## src/hdl/wsd_pkg.sv

```systemverilog
// Package for the websocket frame deframer: parser phases and header constants.
package wsd_pkg;

  typedef enum logic [4:0] {
    PH_HDR0    = 5'b00001,
    PH_HDR1    = 5'b00010,
    PH_EXTLEN  = 5'b00100,
    PH_KEY     = 5'b01000,
    PH_PAYLOAD = 5'b10000
  } phase_e;

  localparam logic [7:0] MASK_BIT    = 8'h80;
  localparam logic [6:0] LEN_CODE_16 = 7'd126;
  localparam logic [6:0] LEN_CODE_64 = 7'd127;
  localparam logic [2:0] CNT_EXT16   = 3'd1;
  localparam logic [2:0] CNT_EXT64   = 3'd7;
  localparam logic [2:0] CNT_KEY     = 3'd3;

endpackage

```

## src/hdl/websocket_frame_deframer_unit.sv

```systemverilog
// Websocket frame deframer top level: header stripping and payload unmasking.
//
//   channel   dir  fields (tdata low bit up)       tlast         tuser
//   s_axis    in   in_byte[7:0]                    buffer_last   -
//   m_axis    out  payload_byte[7:0]               frame_last    buffer_end
//
// One byte is accepted per cycle unless the output stalls; each accepted payload byte appears
// at the output register in the next cycle. Header, extended length and key bytes produce no item.
// The parser state and the output register update in the same cycle of acceptance.
// Reset returns the parser to the first header byte and empties the output register.
// A stalled output holds its item; the input is still taken when the output drains
// in the same cycle.
module websocket_frame_deframer_unit #(
  parameter int LENGTH_BITS = 64
) (
  input  logic       clk_i,
  input  logic       rst_ni,
  input  logic       s_axis_tvalid_i,
  output logic       s_axis_tready_o,
  input  logic [7:0] s_axis_tdata_i,   // in_byte
  input  logic       s_axis_tlast_i,   // buffer_last
  output logic       m_axis_tvalid_o,
  input  logic       m_axis_tready_i,
  output logic [7:0] m_axis_tdata_o,   // payload_byte
  output logic       m_axis_tlast_o,   // frame_last
  output logic       m_axis_tuser_o    // buffer_end
);

  wsd_pkg::phase_e        phase_q, phase_d;
  logic [2:0]             cnt_q, cnt_d;
  logic [LENGTH_BITS-1:0] rem_q, rem_d;
  logic [31:0]            key_q, key_d;
  logic                   masked_q, masked_d;
  logic [1:0]             kidx_q, kidx_d;

  logic                   out_valid_q;
  logic [7:0]             out_data_q;
  logic                   out_last_q;
  logic                   out_user_q;

  logic                   s_accept;
  logic                   emit;
  logic [7:0]             key_byte;
  logic [6:0]             code;

  assign s_axis_tready_o = !out_valid_q || m_axis_tready_i;
  assign s_accept        = s_axis_tvalid_i && s_axis_tready_o;
  assign code            = s_axis_tdata_i[6:0];

  always_comb begin
    case (kidx_q)
      2'd0:    key_byte = key_q[31:24];
      2'd1:    key_byte = key_q[23:16];
      2'd2:    key_byte = key_q[15:8];
      default: key_byte = key_q[7:0];
    endcase
  end

  always_comb begin
    phase_d  = phase_q;
    cnt_d    = cnt_q;
    rem_d    = rem_q;
    key_d    = key_q;
    masked_d = masked_q;
    kidx_d   = kidx_q;
    emit     = 1'b0;
    unique case (phase_q)
      wsd_pkg::PH_HDR1: begin
        masked_d = (s_axis_tdata_i & wsd_pkg::MASK_BIT) != 8'h00;
        if (code == wsd_pkg::LEN_CODE_16) begin
          rem_d   = '0;
          cnt_d   = wsd_pkg::CNT_EXT16;
          phase_d = wsd_pkg::PH_EXTLEN;
        end else if (code == wsd_pkg::LEN_CODE_64) begin
          rem_d   = '0;
          cnt_d   = wsd_pkg::CNT_EXT64;
          phase_d = wsd_pkg::PH_EXTLEN;
        end else begin
          rem_d = {{(LENGTH_BITS-7){1'b0}}, code};
          if (masked_d) begin
            phase_d = wsd_pkg::PH_KEY;
            cnt_d   = wsd_pkg::CNT_KEY;
          end else begin
            kidx_d  = 2'd0;
            phase_d = (rem_d == '0) ? wsd_pkg::PH_HDR0 : wsd_pkg::PH_PAYLOAD;
          end
        end
      end
      wsd_pkg::PH_EXTLEN: begin
        if (rem_q[LENGTH_BITS-1 -: 8] != 8'h00) begin
          rem_d = '1;
        end else begin
          rem_d = {rem_q[LENGTH_BITS-9:0], s_axis_tdata_i};
        end
        if (cnt_q == 3'd0) begin
          if (masked_q) begin
            phase_d = wsd_pkg::PH_KEY;
            cnt_d   = wsd_pkg::CNT_KEY;
          end else begin
            kidx_d  = 2'd0;
            phase_d = (rem_d == '0) ? wsd_pkg::PH_HDR0 : wsd_pkg::PH_PAYLOAD;
          end
        end else begin
          cnt_d = cnt_q - 3'd1;
        end
      end
      wsd_pkg::PH_KEY: begin
        key_d = {key_q[23:0], s_axis_tdata_i};
        if (cnt_q == 3'd0) begin
          kidx_d  = 2'd0;
          phase_d = (rem_q == '0) ? wsd_pkg::PH_HDR0 : wsd_pkg::PH_PAYLOAD;
        end else begin
          cnt_d = cnt_q - 3'd1;
        end
      end
      wsd_pkg::PH_PAYLOAD: begin
        emit   = 1'b1;
        kidx_d = kidx_q + 2'd1;
        rem_d  = rem_q - {{(LENGTH_BITS-1){1'b0}}, 1'b1};
        if (rem_d == '0) begin
          phase_d = wsd_pkg::PH_HDR0;
        end
      end
      default: begin
        phase_d = wsd_pkg::PH_HDR1;
      end
    endcase
    if (s_axis_tlast_i) begin
      phase_d = wsd_pkg::PH_HDR0;
    end
  end

  always_ff @(posedge clk_i or negedge rst_ni) begin
    if (!rst_ni) begin
      phase_q  <= wsd_pkg::PH_HDR0;
      cnt_q    <= '0;
      rem_q    <= '0;
      key_q    <= '0;
      masked_q <= 1'b0;
      kidx_q   <= '0;
    end else if (s_accept) begin
      phase_q  <= phase_d;
      cnt_q    <= cnt_d;
      rem_q    <= rem_d;
      key_q    <= key_d;
      masked_q <= masked_d;
      kidx_q   <= kidx_d;
    end
  end

  always_ff @(posedge clk_i or negedge rst_ni) begin
    if (!rst_ni) begin
      out_valid_q <= 1'b0;
    end else if (s_axis_tready_o) begin
      out_valid_q <= s_accept && emit;
    end
  end

  always_ff @(posedge clk_i) begin
    if (s_accept && emit) begin
      out_data_q <= masked_q ? (s_axis_tdata_i ^ key_byte) : s_axis_tdata_i;
      out_last_q <= rem_q == {{(LENGTH_BITS-1){1'b0}}, 1'b1};
      out_user_q <= s_axis_tlast_i;
    end
  end

  assign m_axis_tvalid_o = out_valid_q;
  assign m_axis_tdata_o  = out_data_q;
  assign m_axis_tlast_o  = out_last_q;
  assign m_axis_tuser_o  = out_user_q;

  a_last_resets_parser: assert property (@(posedge clk_i) disable iff (!rst_ni)
    s_accept && s_axis_tlast_i |=> phase_q == wsd_pkg::PH_HDR0)
    else $error("buffer end did not return parser to first header byte");

  a_payload_nonzero: assert property (@(posedge clk_i) disable iff (!rst_ni)
    phase_q == wsd_pkg::PH_PAYLOAD |-> rem_q != '0)
    else $error("payload phase with zero remaining length");

  a_frame_end: assert property (@(posedge clk_i) disable iff (!rst_ni)
    s_accept && phase_q == wsd_pkg::PH_PAYLOAD &&
    rem_q == {{(LENGTH_BITS-1){1'b0}}, 1'b1} |=> phase_q == wsd_pkg::PH_HDR0)
    else $error("parser did not leave payload after final byte");

  a_header_no_item: assert property (@(posedge clk_i) disable iff (!rst_ni)
    s_accept && phase_q != wsd_pkg::PH_PAYLOAD |=> !out_valid_q)
    else $error("header byte produced an output item");

endmodule

```

## config.mk

```make
export PLATFORM = sky130hd
export DESIGN_NAME = websocket_frame_deframer_unit
export DESIGN_NICKNAME = d
export VERILOG_FILES = /design/src/hdl/wsd_pkg.sv /design/src/hdl/websocket_frame_deframer_unit.sv
export SDC_FILE = /design/constraint.sdc
export NUM_CORES = 1
export LEC_CHECK = 0
export ABC_AREA = 1
export BUFFER_PORTS_ARGS = -buffer_cell sky130_fd_sc_hd__buf_2
export CAP_MARGIN = 20
export CORE_MARGIN = 1.5
export CORE_UTILIZATION = 38
export DETAILED_ROUTE_END_ITERATION = 12
export PLACE_DENSITY = 0.49
export SETUP_SLACK_MARGIN = 0.02
export SYNTH_ARGS = -nofsm -noshare
export SYNTH_HDL_FRONTEND = slang
export SYNTH_SLANG_ARGS = --single-unit
```

## constraint.sdc

```tcl
create_clock -name clk_i -period 4.2 [get_ports clk_i]
set_input_delay 0.21 -clock clk_i [delete_from_list [all_inputs] [get_ports clk_i]]
set_output_delay 0.21 -clock clk_i [all_outputs]
set_load 0.1 [all_outputs]
```

# After elaboration in Yosys (flattened, before gate mapping)
# Cells that the tools add are included.
# classes
add_sub_neg,3
bitwise,1
reduce_logical,20
n_eq_ne,21
n_mux,34
# ops
operator,n
$logic_not A64 Y1,3
$pmux W64 S3,1
$mux W64,2
$eq A64 B1 Y1 const B,1
$sub A64 B1 Y64 const B,1
$mux W5,11
$pmux W8 S3,1
$pmux W5 S4,1
$mux W3,6
$eq A7 B7 Y1 const B,2
$mux W7,2
$ne A2 B2 Y1 const B,7
$mux W2,6
$ne A3 B3 Y1 const B,4
$pmux W3 S3,1
$mux W8,1
$pmux W2 S4,1
$reduce_and A8 Y1,1
$reduce_bool A8 Y1,1
$xor A8 B8 Y8,1
$logic_not A7 Y1,1
$reduce_and A2 Y1,3
$reduce_bool A3 Y1,2
$eq A5 B2 Y1 const B,1
other kinds (17),18
# totals
elab_cells,89
inputBits,13
register_bits,118
output_inout_bits,12

# Longest topological paths before layout
# depth
ltp_word,9
depth_mapped,19
depth_no_buf,19

# Worst setup path after synthesis
# OpenSTA, ideal clock, no wires.
# synth_path
kind,reg2reg
start,"register out_valid_q, in the netlist m_axis_tvalid_o"
end,register rem_q[25]
arrival_ps,3028
stages_incl_launch_ff,9
setup_time_ps,82
path_buffers,2
slack_ps,1090
period_less_slack_ps,3110
required_time_ps,4118
path_cell_list,dfrtp_1 nand2_1 nand2_1 inv_1 o21ai_1 inv_2 buf_2 buf_2 a31oi_1
# synth_via
elab_chain_len,4
# synth_rtl
item,line,rtl
from (decl),websocket_frame_deframer_unit.sv:36,logic out_valid_q;
from (signal assigned),websocket_frame_deframer_unit.sv:155,out_valid_q <= s_accept && emit;
$logic_not A1 Y1,websocket_frame_deframer_unit.sv:46,assign s_axis_tready_o = !out_valid_q || m_axis_tready_i;
$logic_or A1 B1 Y1,websocket_frame_deframer_unit.sv:46,
net s_axis_tready_o,websocket_frame_deframer_unit.sv:19,"output logic s_axis_tready_o,"
$logic_and A1 B1 Y1,websocket_frame_deframer_unit.sv:47,assign s_accept = s_axis_tvalid_i && s_axis_tready_o;
$reduce_and A2 Y1 (no line),n/a,
to (signal assigned),websocket_frame_deframer_unit.sv:144,rem_q <= rem_d;
to (decl),websocket_frame_deframer_unit.sv:31,"logic [LENGTH_BITS-1:0] rem_q, rem_d;"
# The timed path passes the listed nets, and every way through them passes these cells.
# A chain may end at the register's enable or synchronous reset.

# Worst setup path in the final report
# layout_path
start,register phase_q[0]
end,register rem_q[43]
# layout_via
elab_chain_len,3
elab_cells_between_ends,6
cone_classes,3 x eq/ne; 1 x mux; 2 x reduce/logical
# layout_rtl
item,line,rtl
from (decl),websocket_frame_deframer_unit.sv:29,"wsd_pkg::phase_e phase_q, phase_d;"
from (signal assigned),websocket_frame_deframer_unit.sv:135,phase_q <= wsd_pkg::PH_HDR0;
from (signal assigned),websocket_frame_deframer_unit.sv:142,phase_q <= phase_d;
$eq A5 B5 Y1 (tied with other cells),websocket_frame_deframer_unit.sv:67,unique case (phase_q)
$reduce_bool A3 Y1 (no line),n/a,
$reduce_and A2 Y1 (no line),n/a,
# Parallel ways exist; a longest one is shown, timed or not.

==> results.txt <==
CTS tree - built
Final ANT Viol Nets - 0
Slew Limit Fails - 0
vias in the first global route - 7530
largest net degree at the start of global routing - 117
critical path type - reg -> reg
Power Dens Cells - 582 nW/um^2
post-synth cell types - 39
clock share of power - 0.289
Total GRT Usage - 0.249
status - finished, final reports clean
Starting Density - 0.385
share of layout cells above drive strength 1 - 0.0915
crit path launch - phase_q[0]
Seq pwr share - 0.387
Least-Margin Pin Slew - 0.925 ns
cts-stage hold buffer count - 1
arrival time at the worst endpoint - 3.51 ns
Yosys top cell area share - 0.320
clock root buffer - clkbuf_16
Final Setup Violations - 0
worst path required time - 4.54 ns
fin util - 0.434
wire per inst - 17.1 um
htree depth - 4
clk_lat worst skew - 0.43 ns
Clock Sinks - 118
crit end category - flop
row count - 54
worst slack, placed - 0.984 ns
Worst Skew - 0.00809 ns
dominant cells by area after synthesis - dfrtp_1 (32%), nand2_1 (16%), nor2_1 (10%), o21ai_0 (7.3%), inv_1 (5.5%)
Hold Vio Cnt, Final - 0
Layout area overhead - 12.5%
startpoint types - flop
post-synth top area cell - dfrtp_1
Die Wd - 151 um
first-pass GRT wire length - 43.1 mm
max-cap viol count - 0
CTS resizes - 0
GR Overflow Total - 0
DR iter-0 viols - 680
top-count cell post-synth - nand2_1
top-level port count - 25
final worst slack - 1.03 ns
sequential share of the synthesized area - 0.359
setup TNS - 0 ns
Int Pwr - 3100 uW
origin of the critical flop-to-flop path - phase_q[0]
# Post-CTS Setup Buffers - 0
Worst Hold Slack - 0.0891 ns
DR vias/cell - 5.15
Ys Warns - 0
Mapped Area - 8360 sq um
worst reg2reg endpoint - rem_q[43]
Final GP Congestion - 0.881
combinational power share - 0.324
Port Buf Inserts - 24
syn nets - 1285
DIE AREA - 22900 sq um
Routed WL - 26.9 mm
Pleak - 0.00399 uW
reg2reg setup slack - 1.03 ns
Mapped Cells - 1262
clk buf depth - 2
slew margin rel. - 0.379
# DRC - 0
Hold Path Class - in -> reg
peak supply drop - 0.251 mV
FF+latch count, synth - 118
initial antenna violation count - 0
most frequent cells after synthesis - nand2_1 (346), nor2_1 (228), inv_1 (123)
Reg2Reg Depth - 10
diodes inserted - 0
crit path time final - 3.17 ns
CTS clock-pin slew for the worst setup and hold paths - 0.06 ns
final net count - 1299
Sw Share - 0.435
RSZ-0062 raised after global routing - false
ys async rst share - 0.915
final worst path period share - 0.755
placed wire-length estimate - 19.4 mm
number of enable flip-flop cells after synthesis - 10
total core area - 21700 sq um
Net Sw Power - 2380 uW
Final Total Pwr - 5480 uW
fmax - 315 MHz
crit-path max FO - 82
Post-Synthesis Mean Instance Area - 6.62 sq um
Vias - 8084
crit path to - rem_q[43]
drt pass-1 iters - 5
Synth Flop Type - dfrtp_1
CTS buffer count - 17
die height - 151 um
==> power groups by stage <==
stage | Combinational (uW) | Clock, uW | Sequential (uW)
after floorplan | 1380 | 0 | 1900
after global placement | 1760 | 0 | 2130
after detailed placement | 1760 | 0 | 2130
after CTS | 1770 | 1610 | 2110
after global routing | 2050 | 1660 | 2180
final | 1770 | 1580 | 2120
==> final cells by class <==
type                       instances  area [sq um]
fill                            2327         12300
multi-input combinational        977          4730
sequential                       118          3000
inverter                         126           474
clock buffer                      18           429
tap                              280           350
timing repair buffer              36           233
clock inverter                    14           188
==> registers in the layout, indices dropped and copies added (netlist names), 2 cells and up <==
name,cells
rem_q,64
m_axis_tdata_o,8
key_q,32
kidx_q,2
cnt_q,3
phase_q,5
==> worst min path at each step <==
stage	start	end	slack [ns]	cells after the start
4_1_cts	s_axis_tlast_i	m_axis_tuser_o	0.08	1
3_3_place_gp	rst_ni	key_q[25]	0.29	1
3_5_place_dp	rst_ni	key_q[24]	0.29	1
6_report	s_axis_tlast_i	m_axis_tuser_o	0.09	1
2_1_floorplan	rst_ni	cnt_q[0]	-0.09	0
5_1_grt	s_axis_tdata_i[0]	rem_q[0]	0.09	3
==> critical path, cell delays in order (launching register included) <==
cell and delay [ns]:
dfstp_2 0.54, inv_1 0.04, nand2_1 0.14, nor3_4 0.06, inv_1 0.51, nand2_1 0.10, o21ai_1 0.75, clkinv_2 0.10
buf_4 0.27, buf_16 0.25, a31oi_1 0.25
==> placed cells by master, fill, tap and decap left out, drive strengths merged, types with 9 or more instances in the layout <==
cell type,instances
nand2,357
nor2,252
inv,132
o21ai,128
dfrtp,107
nand3,56
a31oi,55
buf,35
a21oi,29
clkbuf,18
xor2,16
nand3b,14
nand4,12
ha,10
edfxtp,10
o21bai,9
==> metal layers <==
| metal | wire length (um) | up-vias | share of wire | track usage |
|---|---|---|---|---|
| met2 | 11800 | 167 | 0.44 | 0.372 |
| met5 | 0 | - | 0 | 0 |
| li1 | - | 4139 | - | - |
| met1 | 13700 | 3758 | 0.51 | 0.376 |
| met3 | 1040 | 20 | 0.039 | 0.0358 |
| met4 | 337 | 0 | 0.013 | 0.0607 |
==> through the flow <==
step,cells,instance area [sq um]
2_1_floorplan,1262,8360
3_3_place_gp,1534,8750
3_5_place_dp,1534,8750
4_1_cts,1567,9370
5_1_grt,1569,9410
6_report,1569,9410
==> kinds of logic (layout without fill, tap and decap cells) <==
kind of cell             Yosys count  in the layout  synth area share
AND/OR/NAND/NOR                  710            710             0.368
flip-flops                       118            118             0.359
XOR/XNOR                          24             24            0.0251
buffers and inverters            167            194            0.0759
adder cells (fa/ha/maj)           10             10            0.0150
AO/OA/AOI/OAI                    233            233             0.157
Note: power is estimated with default switching activity, not from simulation.
